[src/z85_pkg.sv]
// ============================================================================
// z85_pkg
// Shared constants, types and helper functions for the rotating Z85 encoder.
// ============================================================================
package z85_pkg;

    localparam int unsigned WORD_W        = 32;
    localparam int unsigned DIGIT_W       = 7;
    localparam int unsigned DIGITS        = 5;
    localparam int unsigned FRONT_STAGES  = 4;
    localparam int unsigned FIFO_DEPTH    = 4;
    localparam int unsigned TDATA_W       = ((DIGITS * DIGIT_W + 7) / 8) * 8;
    localparam int unsigned RECIP_SHIFT   = 38;

    localparam logic [WORD_W-1:0]  BASE_WORD  = 32'd85;
    localparam logic [WORD_W-1:0]  RECIP_85   = 32'hC0C0C0C1;
    localparam logic [DIGIT_W:0]   BASE_WIDE  = 8'd85;
    localparam logic [DIGIT_W-1:0] BASE       = 7'd85;
    localparam logic [DIGIT_W-1:0] MAX_DIGIT  = 7'd84;

    typedef logic [DIGIT_W-1:0] digit_t;
    typedef logic [DIGITS-1:0][DIGIT_W-1:0] digit_vec_t;

    typedef struct packed {
        logic full;
        logic empty;
    } q_status_t;

    localparam logic [DIGIT_W-1:0] ALPHABET [85] = '{
        7'h30, 7'h31, 7'h32, 7'h33, 7'h34, 7'h35, 7'h36, 7'h37, 7'h38, 7'h39,
        7'h61, 7'h62, 7'h63, 7'h64, 7'h65, 7'h66, 7'h67, 7'h68, 7'h69, 7'h6A,
        7'h6B, 7'h6C, 7'h6D, 7'h6E, 7'h6F, 7'h70, 7'h71, 7'h72, 7'h73, 7'h74,
        7'h75, 7'h76, 7'h77, 7'h78, 7'h79, 7'h7A, 7'h41, 7'h42, 7'h43, 7'h44,
        7'h45, 7'h46, 7'h47, 7'h48, 7'h49, 7'h4A, 7'h4B, 7'h4C, 7'h4D, 7'h4E,
        7'h4F, 7'h50, 7'h51, 7'h52, 7'h53, 7'h54, 7'h55, 7'h56, 7'h57, 7'h58,
        7'h59, 7'h5A, 7'h2E, 7'h2D, 7'h3A, 7'h2B, 7'h3D, 7'h5E, 7'h21, 7'h2F,
        7'h2A, 7'h3F, 7'h26, 7'h3C, 7'h3E, 7'h28, 7'h29, 7'h5B, 7'h5D, 7'h7B,
        7'h7D, 7'h40, 7'h25, 7'h24, 7'h23
    };

    // quotient by 85, exact for every 32-bit value
    function automatic logic [WORD_W-1:0] div85(input logic [WORD_W-1:0] v);
        logic [2*WORD_W-1:0] prod;
        prod = (2*WORD_W)'(v) * (2*WORD_W)'(RECIP_85);
        return {{RECIP_SHIFT-WORD_W{1'b0}}, prod[2*WORD_W-1:RECIP_SHIFT]};
    endfunction

    function automatic digit_t mod85_add(input digit_t a, input digit_t b);
        logic [DIGIT_W:0] s;
        s = {1'b0, a} + {1'b0, b};
        if (s > {1'b0, MAX_DIGIT})
        begin
            s = s - BASE_WIDE;
        end
        return s[DIGIT_W-1:0];
    endfunction

    function automatic digit_t mod85_sub(input digit_t d, input digit_t r);
        logic [DIGIT_W:0] s;
        if (d >= r)
        begin
            s = {1'b0, d} - {1'b0, r};
        end
        else
        begin
            s = {1'b0, d} + BASE_WIDE - {1'b0, r};
        end
        return s[DIGIT_W-1:0];
    endfunction

    function automatic digit_t z85_char(input digit_t idx);
        digit_t i;
        i = (idx > MAX_DIGIT) ? MAX_DIGIT : idx;
        return ALPHABET[i];
    endfunction

endpackage

[src/z85_front.sv]
// ============================================================================
// z85_front
// Input stage: splits each word into five base-85 digits over four stages.
// ============================================================================
module z85_front (
    input  logic                                 clk,
    input  logic                                 rst_n,
    input  logic                                 s_tvalid,
    output logic                                 s_tready,
    input  logic [z85_pkg::WORD_W-1:0]           s_tdata,   // data_word
    input  z85_pkg::q_status_t                   q_status,
    output logic                                 q_push,
    output z85_pkg::digit_vec_t                  q_push_data
);
    import z85_pkg::*;

    logic [FRONT_STAGES-1:0]  valid_reg;
    logic [FRONT_STAGES-1:0]  valid_next;
    logic [WORD_W-1:0]        word_reg [FRONT_STAGES];
    logic [WORD_W-1:0]        word_next [FRONT_STAGES];
    logic [WORD_W-1:0]        quo_reg [FRONT_STAGES];
    logic [WORD_W-1:0]        quo_next [FRONT_STAGES];
    digit_vec_t               dig_reg [FRONT_STAGES];
    digit_vec_t               dig_next [FRONT_STAGES];
    logic                     advance;
    logic [WORD_W-1:0]        rem_last;

    assign advance  = !(valid_reg[FRONT_STAGES-1] && q_status.full);
    assign s_tready = advance;
    assign q_push   = valid_reg[FRONT_STAGES-1] && !q_status.full;

    always_comb
    begin
        logic [WORD_W-1:0] rem;
        valid_next = {valid_reg[FRONT_STAGES-2:0], s_tvalid};
        word_next[0] = s_tdata;
        quo_next[0]  = div85(s_tdata);
        dig_next[0]  = '0;
        for (int k = 1; k < FRONT_STAGES; k++)
        begin
            rem = word_reg[k-1] - quo_reg[k-1] * BASE_WORD;
            word_next[k] = quo_reg[k-1];
            quo_next[k]  = div85(quo_reg[k-1]);
            dig_next[k]  = dig_reg[k-1];
            dig_next[k][DIGITS-k] = rem[DIGIT_W-1:0];
        end
    end

    assign rem_last = word_reg[FRONT_STAGES-1] - quo_reg[FRONT_STAGES-1] * BASE_WORD;

    always_comb
    begin
        q_push_data    = dig_reg[FRONT_STAGES-1];
        q_push_data[1] = rem_last[DIGIT_W-1:0];
        q_push_data[0] = quo_reg[FRONT_STAGES-1][DIGIT_W-1:0];
    end

    always_ff @(posedge clk or negedge rst_n)
    begin
        if (!rst_n)
        begin
            valid_reg <= '0;
        end
        else if (advance)
        begin
            valid_reg <= valid_next;
        end
    end

    always_ff @(posedge clk)
    begin
        if (advance)
        begin
            for (int k = 0; k < FRONT_STAGES; k++)
            begin
                word_reg[k] <= word_next[k];
                quo_reg[k]  <= quo_next[k];
                dig_reg[k]  <= dig_next[k];
            end
        end
    end

endmodule

[config.mk]
export PLATFORM = sky130hd
export DESIGN_NAME = z85_front
export DESIGN_NICKNAME = d
export VERILOG_FILES = /design/src/z85_pkg.sv /design/src/z85_front.sv
export SDC_FILE = /design/constraint.sdc
export NUM_CORES = 2
export LEC_CHECK = 0
export ABC_AREA = 1
export BUFFER_PORTS_ARGS = -buffer_cell sky130_fd_sc_hd__buf_2
export CAP_MARGIN = 30
export CORE_ASPECT_RATIO = 1.75
export CORE_UTILIZATION = 45
export DETAILED_ROUTE_END_ITERATION = 12
export GPL_TIMING_DRIVEN = 0
export MAX_ROUTING_LAYER = met4
export PLACE_DENSITY_LB_ADDON = 0.3
export SYNTH_ARGS = -nofsm -noshare
export SYNTH_HDL_FRONTEND = slang
export SYNTH_SLANG_ARGS = --single-unit
export TNS_END_PERCENT = 100
[constraint.sdc]
create_clock -name clk -period 6.6 [get_ports clk]
set_input_delay 0.99 -clock clk [delete_from_list [all_inputs] [get_ports clk]]
set_output_delay 0.99 -clock clk [all_outputs]
set_load 0.1 [all_outputs]
==> results.ini <==
[clocking]
post_cts_resized=0
cts_setup_buffers=0
htreeDepth=4
clockBufferDepth=2
cts-root-buf=clkbuf_16
cts_hold_buf=0
numClockSinks=153
cts_tree=built
cts_buffers=17
path_clk_slew_ps=100
clock_latency_ps=540

[yosys]
async_flop_share_pct=2.61
yosysTopAreaCell=ha_1
mappedNetlistNets=6922
synth_edf_count=149
synth-seq-cells=153
syn_inst=5228
synth_area_sq_mm=0.0439
avgSynthCellArea_sq_um=8.39
synth_common_cells=inv_1, ha_1, nand2_1
netlist.area_leader.share_pct=32.5
yosys_warnings=0
ys_seq_area_share_pct=10.4
yosysMostFrequentCell=inv_1
synth_area_leaders=ha_1, fa_1, inv_1
yosysUniqueCellTypes=40
synth_ff_type=edfxtp_1

[worst_setup_path]
slowest_delay_ps=850
cp_top_family=adder cells
path_class=register to register
timing.rr.end=quo_reg[1][13]
path_cells=ha_1 -> ha_1 -> inv_1 -> fa_1 -> inv_1 -> fa_1 -> inv_1 -> fa_1 -> fa_1 -> inv_1 -> ha_1 -> ha_1 -> ha_1 -> nand2_1 -> nor2_1 -> inv_1 -> nor2_1 -> nand3_1 -> nor2_1 -> nand3_1 -> nand4_1 -> nand2_1
cp_max_fo=6
r2r_start=quo_reg[0][6]
critPathLaunchType=register
crit_buf_inv=5
cp_num_cells=22
end_kind=register
crit_start=quo_reg[0][6]
crit_end=quo_reg[1][13]
r2r_cells=22
crit_arrival_ps=6720
r2r_setup_slack_ps=170
critPathRequiredTime_ps=6890
crit_slowest_cell=edfxtp_1

[global_route]
grt.overflow.total=0
antenna_found_initial=0
grt_start_max_net_pins=68
grt_pass1_vias=36641
grt_pass1_wl_microns=206000
gr-usage-all-layers_pct=29.4

[die]
die_area_sq_mm=0.0988
initial_core_util_pct=45.3
core-area_sq_mm=0.0967
rows=151
fp.dieH_microns=415
io_pins=74
die_w_microns=238

[sta]
skew_ps=28.4
finalHoldViolCount=0
max_slew_margin_pct=32.7
rsz0062_at_grt=no
tns_ps=0
slew_viol_final=0
clock.fmax_ghz=0.155
max_slew.worst_pin.slew_ps=1000
post-route-min-period_ps=6430
min_period_over_period_pct=97.5
finalSetupViolCount=0

[worst_hold_path]
hp-class=input port to asynchronous set/reset pin

[cells_and_area]
layout-drive-gt1-share_pct=3.13
final_nets=7015
antenna_cells=0
area_growth_pct=6.03
largest_reg_flops=79
stdcell_count=6634

[route]
postRouteAntennaNets=0
vias=34105
drt_wl_total_microns=136000
wl_per_cell_microns=20.6
via_per_inst=5.14
drt-pass1-iter-count=7
drt_iter0_markers=1425
route.detailed.drc=0

[place]
gp_congestion=1.01
dpl.hpwl_microns=126000
dp_cells=6602
port_buffers=72

[status]
status=completed

[flow_run]
max-cap-violations=0

[worst min-delay path by stage]
stage / to / from
after floorplan: dig_reg[2][28] / dig_reg[1][28]
after global placement: dig_reg[3][27] / dig_reg[2][27]
after detailed placement: dig_reg[2][31] / dig_reg[1][31]
after CTS: valid_reg[3] / rst_n
after global routing: valid_reg[3] / rst_n
final: valid_reg[3] / rst_n
[cell usage in the layout, fill, tap and decap left out, drive strengths merged, types with 4 or more instances in the layout]
cell type	n
inv	1444
fa	516
nand4	61
nand2	790
nand3b	6
a21boi	6
xor2	37
edfxtp	149
o21a	22
nor2	329
dfrtp	4
o21bai	23
xnor2	37
buf	74
ha	1141
nor3	51
o21ai	166
nand3	143
clkbuf	17
a21oi	275
a21o	11
nor4	14
clkinv	5
[per-stage QoR]
| step | hold slack [ps] | setup slack [ps] | utilization, % | instance area, sq um |
|---|---|---|---|---|
| 2_1_floorplan | 400 | 769 | - | 43900 |
| 3_3_place_gp | 400 | -1830 | 47.4 | 45900 |
| 3_5_place_dp | 405 | -225 | 47.5 | 45900 |
| 4_1_cts | 199 | 119 | 48.1 | 46500 |
| 5_1_grt | 227 | 38.5 | 48.1 | 46500 |
| 6_report | 228 | 168 | 48.1 | 46500 |
[area by class of cell]
type,instances,area (sq um)
sequential,153,4570
multi-input combinational,3640,33900
inverter,1435,5390
clock buffer,17,425
clock inverter,15,166
timing repair buffer,74,415
fill,9713,50200
tap,1300,1630
[kinds of logic (layout without fill, tap and decap cells)]
logic type                 Yosys count  after routing  share of synthesized area [%]
buffers and inverters             1435           1541                           12.3
adders and majority gates         1657           1657                           56.1
DFF                                153            153                           10.4
muxes                                2              2                         0.0513
xor gates and xnor gates            76             76                           1.58
and+or+nand+nor                   1399           1399                           13.4
AOI/OAI and AO/OA                  506            506                           6.18
[routing by layer]
metal  wire length, microns  vias to the layer above  global-route usage [%]
met2                  76200                      657                    56.9
met4                  11400                        0                    20.7
li1                       -                    16717                       -
met5                      0                        -                       -
met1                  46100                    16369                    26.6
met3                   2800                      362                    2.13
Power is left out: the tool's default activity adds up to more than one toggle a clock period on the data nets, which glitch-free logic cannot reach.
