**src/z85_pkg.sv**
```systemverilog
// ============================================================================
// z85_pkg
// Shared constants, types and helper functions for the rotating Z85 encoder.
// ============================================================================
package z85_pkg;

    localparam int unsigned WORD_W        = 32;
    localparam int unsigned DIGIT_W       = 7;
    localparam int unsigned DIGITS        = 5;
    localparam int unsigned FRONT_STAGES  = 4;
    localparam int unsigned FIFO_DEPTH    = 4;
    localparam int unsigned TDATA_W       = ((DIGITS * DIGIT_W + 7) / 8) * 8;
    localparam int unsigned RECIP_SHIFT   = 38;

    localparam logic [WORD_W-1:0]  BASE_WORD  = 32'd85;
    localparam logic [WORD_W-1:0]  RECIP_85   = 32'hC0C0C0C1;
    localparam logic [DIGIT_W:0]   BASE_WIDE  = 8'd85;
    localparam logic [DIGIT_W-1:0] BASE       = 7'd85;
    localparam logic [DIGIT_W-1:0] MAX_DIGIT  = 7'd84;

    typedef logic [DIGIT_W-1:0] digit_t;
    typedef logic [DIGITS-1:0][DIGIT_W-1:0] digit_vec_t;

    typedef struct packed {
        logic full;
        logic empty;
    } q_status_t;

    localparam logic [DIGIT_W-1:0] ALPHABET [85] = '{
        7'h30, 7'h31, 7'h32, 7'h33, 7'h34, 7'h35, 7'h36, 7'h37, 7'h38, 7'h39,
        7'h61, 7'h62, 7'h63, 7'h64, 7'h65, 7'h66, 7'h67, 7'h68, 7'h69, 7'h6A,
        7'h6B, 7'h6C, 7'h6D, 7'h6E, 7'h6F, 7'h70, 7'h71, 7'h72, 7'h73, 7'h74,
        7'h75, 7'h76, 7'h77, 7'h78, 7'h79, 7'h7A, 7'h41, 7'h42, 7'h43, 7'h44,
        7'h45, 7'h46, 7'h47, 7'h48, 7'h49, 7'h4A, 7'h4B, 7'h4C, 7'h4D, 7'h4E,
        7'h4F, 7'h50, 7'h51, 7'h52, 7'h53, 7'h54, 7'h55, 7'h56, 7'h57, 7'h58,
        7'h59, 7'h5A, 7'h2E, 7'h2D, 7'h3A, 7'h2B, 7'h3D, 7'h5E, 7'h21, 7'h2F,
        7'h2A, 7'h3F, 7'h26, 7'h3C, 7'h3E, 7'h28, 7'h29, 7'h5B, 7'h5D, 7'h7B,
        7'h7D, 7'h40, 7'h25, 7'h24, 7'h23
    };

    // quotient by 85, exact for every 32-bit value
    function automatic logic [WORD_W-1:0] div85(input logic [WORD_W-1:0] v);
        logic [2*WORD_W-1:0] prod;
        prod = (2*WORD_W)'(v) * (2*WORD_W)'(RECIP_85);
        return {{RECIP_SHIFT-WORD_W{1'b0}}, prod[2*WORD_W-1:RECIP_SHIFT]};
    endfunction

    function automatic digit_t mod85_add(input digit_t a, input digit_t b);
        logic [DIGIT_W:0] s;
        s = {1'b0, a} + {1'b0, b};
        if (s > {1'b0, MAX_DIGIT})
        begin
            s = s - BASE_WIDE;
        end
        return s[DIGIT_W-1:0];
    endfunction

    function automatic digit_t mod85_sub(input digit_t d, input digit_t r);
        logic [DIGIT_W:0] s;
        if (d >= r)
        begin
            s = {1'b0, d} - {1'b0, r};
        end
        else
        begin
            s = {1'b0, d} + BASE_WIDE - {1'b0, r};
        end
        return s[DIGIT_W-1:0];
    endfunction

    function automatic digit_t z85_char(input digit_t idx);
        digit_t i;
        i = (idx > MAX_DIGIT) ? MAX_DIGIT : idx;
        return ALPHABET[i];
    endfunction

endpackage

```
**src/z85_back.sv**
```systemverilog
// ============================================================================
// z85_back
// Output stage: rotates each digit, maps it to the alphabet, holds the word.
// ============================================================================
module z85_back (
    input  logic                              clk,
    input  logic                              rst_n,
    input  logic                              cfg_valid,
    output logic                              cfg_ready,
    input  logic [z85_pkg::DIGIT_W-1:0]       cfg_data,
    input  z85_pkg::q_status_t                q_status,
    input  z85_pkg::digit_vec_t               q_pop_data,
    output logic                              q_pop,
    output logic                              m_tvalid,
    input  logic                              m_tready,
    output logic [z85_pkg::TDATA_W-1:0]       m_tdata
);
    import z85_pkg::*;

    localparam int unsigned PAD_W = TDATA_W - DIGITS * DIGIT_W;

    digit_t      step_mod_reg;
    digit_t      step_mod_next;
    digit_t      mult_reg [DIGITS];
    digit_t      mult_next [DIGITS];
    digit_t      offset_reg;
    digit_t      offset_next;
    logic        m_tvalid_reg;
    logic        m_tvalid_next;
    digit_vec_t  chars_reg;
    digit_vec_t  chars_next;

    assign cfg_ready = 1'b1;
    assign q_pop     = !q_status.empty && (!m_tvalid_reg || m_tready);
    assign m_tvalid  = m_tvalid_reg;
    assign m_tdata   = {{PAD_W{1'b0}}, chars_reg};

    always_comb
    begin
        step_mod_next = step_mod_reg;
        if (cfg_valid)
        begin
            step_mod_next = (cfg_data > MAX_DIGIT) ? cfg_data - BASE : cfg_data;
        end
        mult_next[0] = step_mod_reg;
        for (int k = 1; k < DIGITS; k++)
        begin
            mult_next[k] = mod85_add(mult_reg[k-1], step_mod_reg);
        end
    end

    always_comb
    begin
        digit_t rot;
        chars_next[0] = z85_char(mod85_sub(q_pop_data[0], offset_reg));
        for (int k = 1; k < DIGITS; k++)
        begin
            rot = mod85_add(offset_reg, mult_reg[k-1]);
            chars_next[k] = z85_char(mod85_sub(q_pop_data[k], rot));
        end
        offset_next   = q_pop ? mod85_add(offset_reg, mult_reg[DIGITS-1]) : offset_reg;
        m_tvalid_next = q_pop || (m_tvalid_reg && !m_tready);
    end

    always_ff @(posedge clk or negedge rst_n)
    begin
        if (!rst_n)
        begin
            step_mod_reg <= '0;
            offset_reg   <= '0;
            m_tvalid_reg <= 1'b0;
            for (int k = 0; k < DIGITS; k++)
            begin
                mult_reg[k] <= '0;
            end
        end
        else
        begin
            step_mod_reg <= step_mod_next;
            offset_reg   <= offset_next;
            m_tvalid_reg <= m_tvalid_next;
            for (int k = 0; k < DIGITS; k++)
            begin
                mult_reg[k] <= mult_next[k];
            end
        end
    end

    always_ff @(posedge clk)
    begin
        if (q_pop)
        begin
            chars_reg <= chars_next;
        end
    end

endmodule

```
**config.mk**
```make
export PLATFORM = sky130hd
export DESIGN_NAME = z85_back
export DESIGN_NICKNAME = d
export VERILOG_FILES = /design/src/z85_pkg.sv /design/src/z85_back.sv
export SDC_FILE = /design/constraint.sdc
export NUM_CORES = 1
export LEC_CHECK = 0
export BUFFER_PORTS_ARGS = -buffer_cell sky130_fd_sc_hd__buf_2
export CAP_MARGIN = 10
export CELL_PAD_IN_SITES_DETAIL_PLACEMENT = 1
export CELL_PAD_IN_SITES_GLOBAL_PLACEMENT = 2
export CORE_MARGIN = 8
export CORE_UTILIZATION = 35
export CTS_BUF_LIST = sky130_fd_sc_hd__clkbuf_4 sky130_fd_sc_hd__clkbuf_8
export DETAILED_ROUTE_END_ITERATION = 8
export PLACE_DENSITY = 0.9
export RECOVER_POWER = 100
export SLEW_MARGIN = 20
export SYNTH_ARGS = -nofsm -noshare
export SYNTH_HDL_FRONTEND = slang
export SYNTH_SLANG_ARGS = --single-unit
```
**constraint.sdc**
```tcl
create_clock -name clk -period 6.9 [get_ports clk]
set_input_delay 0 -clock clk [delete_from_list [all_inputs] [get_ports clk]]
set_output_delay 0 -clock clk [all_outputs]
set_load 0.01 [all_outputs]
```
==> out/metrics.cfg <==
[worst_setup_path]
cp-start-kind=flop
endpoint_kind=flop
worstPathRequired_ns=7.06
slowest_delay_ns=0.56
critPathTopFamily=adder cells
crit_arrival_ns=6.73
critPathMostFrequentCell=ha_1
critical_path.slowest_cell=or4_1
crit_fanout=6
cp_num_buf_inv=3
criticalPathCategory=flop to flop

[logic_synthesis]
syn_area_per_cell_sq_um=8.05
synth_ff_type=dfrtp_1
yosys_warnings=0
synthArstFlopShare_pct=58.8
ys_seq_elements=85
synth_edf_count=35
synth.distinct_cells=85
seq_area_frac_synth_pct=15.5
synth_area_sq_um=14900
synth_cells=1848

[sta]
fin_crit_sh_pct=95.2
layout_min_cycle_time_ns=6.57
timing.hold.ws_ns=0.281
setup_viol_count_final=0
slew_violations=92
skew_ns=0.0150
fmax_ghz=0.152
maxSlewHeadroom_pct=-89.2
tightest_slew_ns=2.84
finalHoldViolations=0
setup_tns_ns=0

[cells_and_area]
layout_common_cells=224 x ha_1, 184 x inv_1, 146 x a21oi_1
layout-drive-gt1-share_pct=11.0
synthToLayoutAreaGrowth_pct=12.9
post-route-util_pct=40.0
final_common_cell=ha_1
antenna_cells=0
layout.nets=2289

[routing]
avgRoutedWirePerCell_um=18.5
drc=0
drt_iter0_drc=735
ant_nets=0
routed_wl_mm=46.7
viasPerCell=5.65
vias=14300
dr.pass1.iters=5

[global_routing]
grt_pass1_wl_mm=76.8
antenna_found_initial=2
gr-total-overflow=0
grt_pass1_vias=15100
grt_usage_pct=18.4
grt_max_degree=51

[die]
die_area_sq_um=49400
die_h_um=222
pin_count=91
core-area_sq_um=41900
rows=75
die_x_um=222
start_util_pct=35.5

[placed_design]
routabilityCongestion=0.913
dp_hpwl_mm=36.9
io_buffers=83

[clocking]
clk-insertion-delay-late_ns=0.43
htreeDepth=3
clock_path_buffers=2
clock-sinks=85
cts_tree=built
path_clk_slew_ns=0.10
cts_root_buf=clkbuf_8
cts_buffers=9

[hold_path]
hold_class=primary input to flop

[outcome]
run_status=complete, but fails checks
violations=capacitance limit, slew limit

[flow_run]
maxCapViolCount=2

[cells in the mapped netlist (all sizes together) (9+ instances only)]
master	number	area (sq um)
o21bai	42	319
o21a	30	225
a22oi	14	105
xnor2	98	866
nor3	41	205
nor2	140	526
o31ai	13	97.6
mux2	13	146
a221oi	13	114
nand2b	24	150
a21o	30	225
nand3	37	185
mux2i	33	330
nor2b	23	144
fa	29	581
or2	12	75.1
o211a	10	100
clkbuf	33	124
a311oi	9	85.1
and2	10	62.6
nor3b	15	113
xor2	52	455
o21ai	107	543
a31oi	21	131
edfxtp	35	1050
a21oi	152	768
buf	19	114
dfrtp	50	1250
nand2	112	420
a211oi	20	150
and3	12	75.1
inv	185	694
nand4	10	62.6
o211ai	14	105
o311ai	11	104
ha	233	2920
[cell families after synthesis]
logic type               synth area share, %
XOR/XNOR                                8.88
flip-flops                              15.5
adder cells (fa/ha/maj)                 23.5
multiplexers                            3.20
other                                 0.0505
AND/OR/NAND/NOR                         15.7
AO/OA/AOI/OAI                           26.9
buffers and inverters                   6.29
[worst min-delay path: cells and delay by family]
| family | cells | cell delay (ns) |
|---|---|---|
| AOI/OAI and AO/OA | 1 | 0.07 |
| and+or+nand+nor | 3 | 0.54 |
| buffers and inverters | 1 | 0.07 |
[per-stage QoR]
stage	area (sq um)	setup slack (ns)	instances
final	16800	0.334	2523
after global routing	16800	-0.0722	2523
after CTS	16600	0.00741	2515
after detailed placement	16200	0.00553	2479
after global placement	16200	0.212	2479
after floorplan	14900	0.280	1852
[repair_timing]
item / CTS / global route
buffers inserted: 2 / 8
setup endpoints to repair: 4 / 26
cloned: 0 / 0
gates resized for setup: 2 / 62
hold buffers: 18 / 0
endpoints found under the hold margin: 58 / 0
pin swaps: 0 / 6
[final cells by class]
class	instances	area, sq um
Fill cell	5127	25200
Multi-Input combinational cell	1529	11900
Sequential cell	85	2300
Timing Repair Buffer	168	1050
Inverter	186	702
Tap cell	539	674
Clock buffer	10	138
Clock inverter	6	48.8
[per-layer routing]
metal	GRT usage (%)	vias up	wire [um]
met5	0	-	25
met4	4.75	4	821
met3	2.34	57	1350
met2	33.1	212	23100
met1	22.9	7060	21400
li1	-	6932	-
[final timing paths]
path                            cells after the start             from               to  slack [ns]
max in group asynchronous                           3            rst_n    offset_reg[0]        3.99
worst max register to register                     27    offset_reg[0]      m_tdata[21]        0.33
worst max-delay path                               27    offset_reg[0]      m_tdata[21]        0.33
worst min register to register                      0  step_mod_reg[0]     mult_reg[28]        0.58
worst min-delay path                                5         m_tready    offset_reg[0]        0.28
min in group asynchronous                           3            rst_n  step_mod_reg[3]        1.10
Power is not shown: default switching activity piles up to over one toggle a cycle in this logic, so the estimate is an artifact.
