**src/z85_pkg.sv**
```systemverilog
// ============================================================================
// z85_pkg
// Shared constants, types and helper functions for the rotating Z85 encoder.
// ============================================================================
package z85_pkg;

    localparam int unsigned WORD_W        = 32;
    localparam int unsigned DIGIT_W       = 7;
    localparam int unsigned DIGITS        = 5;
    localparam int unsigned FRONT_STAGES  = 4;
    localparam int unsigned FIFO_DEPTH    = 4;
    localparam int unsigned TDATA_W       = ((DIGITS * DIGIT_W + 7) / 8) * 8;
    localparam int unsigned RECIP_SHIFT   = 38;

    localparam logic [WORD_W-1:0]  BASE_WORD  = 32'd85;
    localparam logic [WORD_W-1:0]  RECIP_85   = 32'hC0C0C0C1;
    localparam logic [DIGIT_W:0]   BASE_WIDE  = 8'd85;
    localparam logic [DIGIT_W-1:0] BASE       = 7'd85;
    localparam logic [DIGIT_W-1:0] MAX_DIGIT  = 7'd84;

    typedef logic [DIGIT_W-1:0] digit_t;
    typedef logic [DIGITS-1:0][DIGIT_W-1:0] digit_vec_t;

    typedef struct packed {
        logic full;
        logic empty;
    } q_status_t;

    localparam logic [DIGIT_W-1:0] ALPHABET [85] = '{
        7'h30, 7'h31, 7'h32, 7'h33, 7'h34, 7'h35, 7'h36, 7'h37, 7'h38, 7'h39,
        7'h61, 7'h62, 7'h63, 7'h64, 7'h65, 7'h66, 7'h67, 7'h68, 7'h69, 7'h6A,
        7'h6B, 7'h6C, 7'h6D, 7'h6E, 7'h6F, 7'h70, 7'h71, 7'h72, 7'h73, 7'h74,
        7'h75, 7'h76, 7'h77, 7'h78, 7'h79, 7'h7A, 7'h41, 7'h42, 7'h43, 7'h44,
        7'h45, 7'h46, 7'h47, 7'h48, 7'h49, 7'h4A, 7'h4B, 7'h4C, 7'h4D, 7'h4E,
        7'h4F, 7'h50, 7'h51, 7'h52, 7'h53, 7'h54, 7'h55, 7'h56, 7'h57, 7'h58,
        7'h59, 7'h5A, 7'h2E, 7'h2D, 7'h3A, 7'h2B, 7'h3D, 7'h5E, 7'h21, 7'h2F,
        7'h2A, 7'h3F, 7'h26, 7'h3C, 7'h3E, 7'h28, 7'h29, 7'h5B, 7'h5D, 7'h7B,
        7'h7D, 7'h40, 7'h25, 7'h24, 7'h23
    };

    // quotient by 85, exact for every 32-bit value
    function automatic logic [WORD_W-1:0] div85(input logic [WORD_W-1:0] v);
        logic [2*WORD_W-1:0] prod;
        prod = (2*WORD_W)'(v) * (2*WORD_W)'(RECIP_85);
        return {{RECIP_SHIFT-WORD_W{1'b0}}, prod[2*WORD_W-1:RECIP_SHIFT]};
    endfunction

    function automatic digit_t mod85_add(input digit_t a, input digit_t b);
        logic [DIGIT_W:0] s;
        s = {1'b0, a} + {1'b0, b};
        if (s > {1'b0, MAX_DIGIT})
        begin
            s = s - BASE_WIDE;
        end
        return s[DIGIT_W-1:0];
    endfunction

    function automatic digit_t mod85_sub(input digit_t d, input digit_t r);
        logic [DIGIT_W:0] s;
        if (d >= r)
        begin
            s = {1'b0, d} - {1'b0, r};
        end
        else
        begin
            s = {1'b0, d} + BASE_WIDE - {1'b0, r};
        end
        return s[DIGIT_W-1:0];
    endfunction

    function automatic digit_t z85_char(input digit_t idx);
        digit_t i;
        i = (idx > MAX_DIGIT) ? MAX_DIGIT : idx;
        return ALPHABET[i];
    endfunction

endpackage

```
**src/z85_fifo.sv**
```systemverilog
// ============================================================================
// z85_fifo
// Short digit queue between the splitting front and the encoding back.
// ============================================================================
module z85_fifo #(
    parameter int unsigned DEPTH = z85_pkg::FIFO_DEPTH
) (
    input  logic                 clk,
    input  logic                 rst_n,
    input  logic                 push,
    input  z85_pkg::digit_vec_t  push_data,
    input  logic                 pop,
    output z85_pkg::digit_vec_t  pop_data,
    output z85_pkg::q_status_t   status
);
    import z85_pkg::*;

    localparam int unsigned PTR_W = (DEPTH > 1) ? $clog2(DEPTH) : 1;
    localparam int unsigned CNT_W = $clog2(DEPTH + 1);
    localparam logic [PTR_W-1:0] LAST_PTR = PTR_W'(DEPTH - 1);
    localparam logic [CNT_W-1:0] FULL_CNT = CNT_W'(DEPTH);

    digit_vec_t        mem [DEPTH];
    logic [PTR_W-1:0]  wr_ptr_reg;
    logic [PTR_W-1:0]  wr_ptr_next;
    logic [PTR_W-1:0]  rd_ptr_reg;
    logic [PTR_W-1:0]  rd_ptr_next;
    logic [CNT_W-1:0]  count_reg;
    logic [CNT_W-1:0]  count_next;

    assign status.full  = (count_reg == FULL_CNT);
    assign status.empty = (count_reg == '0);
    assign pop_data     = mem[rd_ptr_reg];

    always_comb
    begin
        wr_ptr_next = wr_ptr_reg;
        rd_ptr_next = rd_ptr_reg;
        count_next  = count_reg;
        if (push)
        begin
            wr_ptr_next = (wr_ptr_reg == LAST_PTR) ? '0 : wr_ptr_reg + 1'b1;
        end
        if (pop)
        begin
            rd_ptr_next = (rd_ptr_reg == LAST_PTR) ? '0 : rd_ptr_reg + 1'b1;
        end
        if (push && !pop)
        begin
            count_next = count_reg + 1'b1;
        end
        else if (pop && !push)
        begin
            count_next = count_reg - 1'b1;
        end
    end

    always_ff @(posedge clk or negedge rst_n)
    begin
        if (!rst_n)
        begin
            wr_ptr_reg <= '0;
            rd_ptr_reg <= '0;
            count_reg  <= '0;
        end
        else
        begin
            wr_ptr_reg <= wr_ptr_next;
            rd_ptr_reg <= rd_ptr_next;
            count_reg  <= count_next;
        end
    end

    always_ff @(posedge clk)
    begin
        if (push)
        begin
            mem[wr_ptr_reg] <= push_data;
        end
    end

endmodule

```
**config.mk**
```make
export PLATFORM = sky130hd
export DESIGN_NAME = z85_fifo
export DESIGN_NICKNAME = d
export VERILOG_FILES = /design/src/z85_pkg.sv /design/src/z85_fifo.sv
export SDC_FILE = /design/constraint.sdc
export NUM_CORES = 1
export LEC_CHECK = 0
export BUFFER_PORTS_ARGS = -buffer_cell sky130_fd_sc_hd__buf_2
export CORE_UTILIZATION = 50
export CTS_BUF_LIST = sky130_fd_sc_hd__clkbuf_4
export DETAILED_ROUTE_END_ITERATION = 10
export GPL_TIMING_DRIVEN = 0
export PLACE_DENSITY_LB_ADDON = 0.3
export REMOVE_ABC_BUFFERS = 1
export SYNTH_ARGS = -nofsm -noshare
export SYNTH_HDL_FRONTEND = slang
export SYNTH_SLANG_ARGS = --single-unit
```
**constraint.sdc**
```tcl
create_clock -name clk -period 2 [get_ports clk]
set_clock_uncertainty 0.2 [all_clocks]
set_input_delay 0.4 -clock clk [delete_from_list [all_inputs] [get_ports clk]]
set_output_delay 0.4 -clock clk [all_outputs]
set_load 0.05 [all_outputs]
```
==> metrics.md <==
| Metric | Value |
|---|---|
| Run status | finished, violations left |
| Violations in the final reports | negative setup slack |
| Sw frac | 0.3847 |
| Global-route wire length before repair | 14990 um |
| Number of nets in the finished design | 402 |
| RSZ-0062 raised after global routing | yes |
| Part of the power in registers | 0.389 |
| Number of global-route vias before repair | 2805 |
| Count of pins on the block boundary | 76 |
| Top_reg_cell synth | edfxtp_1 |
| Final routed wirelength across all metal layers | 9511 um |
| DRC violation count after routing | 0 |
| Worst setup path class | reg -> out |
| Startpoint class of the critical path | register |
| Area share of the largest cell type after synthesis | 0.7614 |
| Critical Path End Type | primary output |
| Synth Area per Inst | 25.10 um2 |
| Final hold violation count | 0 |
| Global Route Usage Sum | 0.1882 |
| Tcrit/Tclk final | 1.272 |
| Final total power | 10.78 mW |
| Count of buffers inserted at the top-level ports | 75 |
| Starting density of the core | 0.5116 |
| Worst supply voltage drop on vdd | 0.0008799 V |
| Max Freq | 0.3932 GHz |
| Multiplexer area fraction after synthesis | 0.1536 |
| Count of pins over their slew limit | 0 |
| Fraction of power consumed by the clock network | 0.151 |
| Longest Clk Path Bufs | 2 |
| Min Clock Period, post-route | 2.543 ns |
| Average vias per placed instance | 5.161 |
| Number of antenna violations at the first check in global routing | 0 |
| Min-Delay Path Class | reg -> reg |
| Layout cells sized above 1 | 0.4499 |
| Tightest slew margin relative to the limit | 0.6953 |
| Maximum number of pins on one net before global-route repair | 29 |
| NetSw | 4.147 mW |
| Post-synth EDFFs | 140 |
| Horizontal die dimension | 107.1 um |
| Remaining number of nets flagged by the antenna check after routing | 0 |
| Detail Placement HPWL | 5306 um |
| Worst-path maximum fanout | 20 |
| Flops & latches, synth | 147 |
| Top cell type by total area after synthesis | edfxtp_1 |
| Clock-pin slew on the worst setup and hold paths | 0.11 ns |
| CTS H-tree lvls | 4 |
| Combinational share of power | 0.460 |
| Overflow left after global routing | 0 |
| Fillcell total | 741 |
| Post-Synth XOR/XNOR Area | 0.004759 |
| Post-synthesis instance area | 0.005522 mm2 |
| Drt first-iter violations | 130 |
| Pre-CTS setup slack | -0.4465 ns |
| Total setup violations reported at the end of the flow | 35 |
| Fraction of the mapped netlist area in simple logic gates | 0.01020 |
| Drt wl/cell | 18.69 um |
| Distinct cell type count of the synthesized netlist | 19 |
| Flip-flop count of the largest register, all copies and words added | 140 |
| Hold Path Cell Cnt | 1 |
| Seq/Total Area, Yosys | 0.7931 |
| First-pass iteration count of the detailed router | 4 |
| Worst path setup slack after routing | -0.5430 ns |
| CTS root buf | clkbuf_4 |
| Post-synthesis cell count | 220 |
| DIE AREA | 0.01147 mm2 |
| Num Clock Sinks | 147 |
| Antenna Cells | 0 |
| Arithmetic-cell share of the synthesized area counting full adders, half adders and majority gates | 0.01722 |
| Placeable core region | 0.01079 mm2 |
| Cell with the most instances after synthesis | edfxtp_1 |
| Top cells by count, synth | edfxtp_1 (140), mux4_2 (28), dfrtp_1 (7), mux4_1 (7), ha_1 (6) |
| P_leak | 2.461 nW |
| R2R depth | 4 |
| Syn-to-layout area delta | 27.46% |
| Die Height | 107.1 um |
| Syn. warnings | 0 |
| Largest family of logic cells by synthesized area | multiplexers |
| Total via count after detailed routing | 2627 |
| Synth area leaders | edfxtp_1 (76%), mux4_2 (11%), mux4_1 (3.3%) |
| Final weighted congestion of routability-driven global placement | 0.6207 |
| TritonCTS Buffers | 17 |
| CP Data Arrival Time | 1.94 ns |
| Number of maximum-capacitance violations | 0 |
| Async set-reset flop share out of synthesis | 0.04762 |
| Share of the synthesized area in compound gates (AO/OA/AOI/OAI) | 0.001813 |
| Power density normalized to cell area | 1531 mW/mm2 |
| Num rows | 38 |
| Cell internal pwr | 6.632 mW |
| Required time of the critical path | 1.40 ns |
| Worst-Skew Late Latency | 0.52 ns |
| Slew of the pin with the lowest slew margin | 0.4570 ns |
| Clock tree from TritonCTS | yes |
[power by group through the flow]
stage	clock network (mW)	logic [mW]	registers, mW
floorplan	0	2.90	4.37
global placement	0	3.59	4.55
detailed placement	0	3.83	4.44
CTS	1.67	4.99	4.19
global route	1.78	5.23	4.25
finish	1.63	4.96	4.19
[stage by stage]
step / area (um2) / std cells / TNS [ns] / util / hold WS, ns
global route: 7038 / 509 / -21.47 / 0.6521 / 0.3593
detailed placement: 6088 / 432 / -12.10 / 0.5641 / 0.04598
CTS: 7048 / 509 / -19.74 / 0.6530 / 0.3246
floorplan: 5430 / 212 / -39.42 / - / -0.09559
finish: 7038 / 509 / -17.64 / 0.6521 / 0.3227
global placement: 5981 / 427 / -160.20 / 0.5541 / 0.03751
[metal layers]
metal / vias to the layer above / track usage / part of all wire
li1: 1199 / - / -
met5: - / 0 / 0
met2: 73 / 0.3124 / 0.52
met1: 1343 / 0.2355 / 0.41
met4: 0 / 0.07339 / 0.015
met3: 12 / 0.05289 / 0.047
[layout by cell type, fill, tap and decap left out, types with 2 or more instances in the layout]
cell type	count
edfxtp_1	140
dlygate4sd3_1	39
buf_6	38
buf_2	37
mux4_2	35
clkbuf_4	19
ha_1	6
buf_12	6
clkinvlp_4	5
clkinv_2	5
inv_1	4
and2_2	3
mux2_2	3
nor2_1	3
dfrtp_1	3
buf_4	3
nand2_1	2
o21ai_0	2
xor2_1	2
dfrtp_2	2
dfrtp_4	2
[final cells by class]
class,count,area (um2),share of cell area
Inverter,4,15.01,0.002133
Timing Repair Buffer,125,1181,0.1678
Tap cell,140,175.2,0.02489
Sequential cell,147,4389,0.6236
Clock inverter,14,113.9,0.01618
Multi-Input combinational cell,61,1028,0.1461
Clock buffer,18,135.1,0.01920
[cell families after synthesis]
| group | count (synthesis) |
|---|---|
| xor gates and xnor gates | 3 |
| DFF | 147 |
| AOI/OAI and AO/OA | 2 |
| and+or+nand+nor | 11 |
| adders and majority gates | 7 |
| muxes | 38 |
| buffers and inverters | 12 |
[repair_timing]
| action | 4_1_cts | 5_1_grt |
|---|---|---|
| endpoints found under the setup margin | 37 | 42 |
| hold buffers | 39 | 0 |
| buffers inserted | 6 | 0 |
| pin swaps | 1 | 3 |
| resized for setup | 80 | 10 |
| hold endpoints to repair | 151 | 0 |
[worst max-delay path, stage by stage, from the launching register on]
cell and delay (ns):
dfrtp_4 0.47, buf_12 0.21, mux4_2 0.56, buf_6 0.17
[path summary, 6_finish.rpt]
check | start | endpoint | slack (ns)
hold reg to reg | count_reg[2] | count_reg[2] | 0.32
hold / removal | count_reg[2] | count_reg[2] | 0.32
setup reg to reg | wr_ptr_reg[1] | mem[1][2] | 0.18
setup / recovery | rd_ptr_reg[0] | pop_data[7] | -0.54
max in group asynchronous | rst_n | rd_ptr_reg[1] | 0.71
min in group asynchronous | rst_n | count_reg[2] | 0.62
No activity file was read; power rests on OpenSTA's default activity.
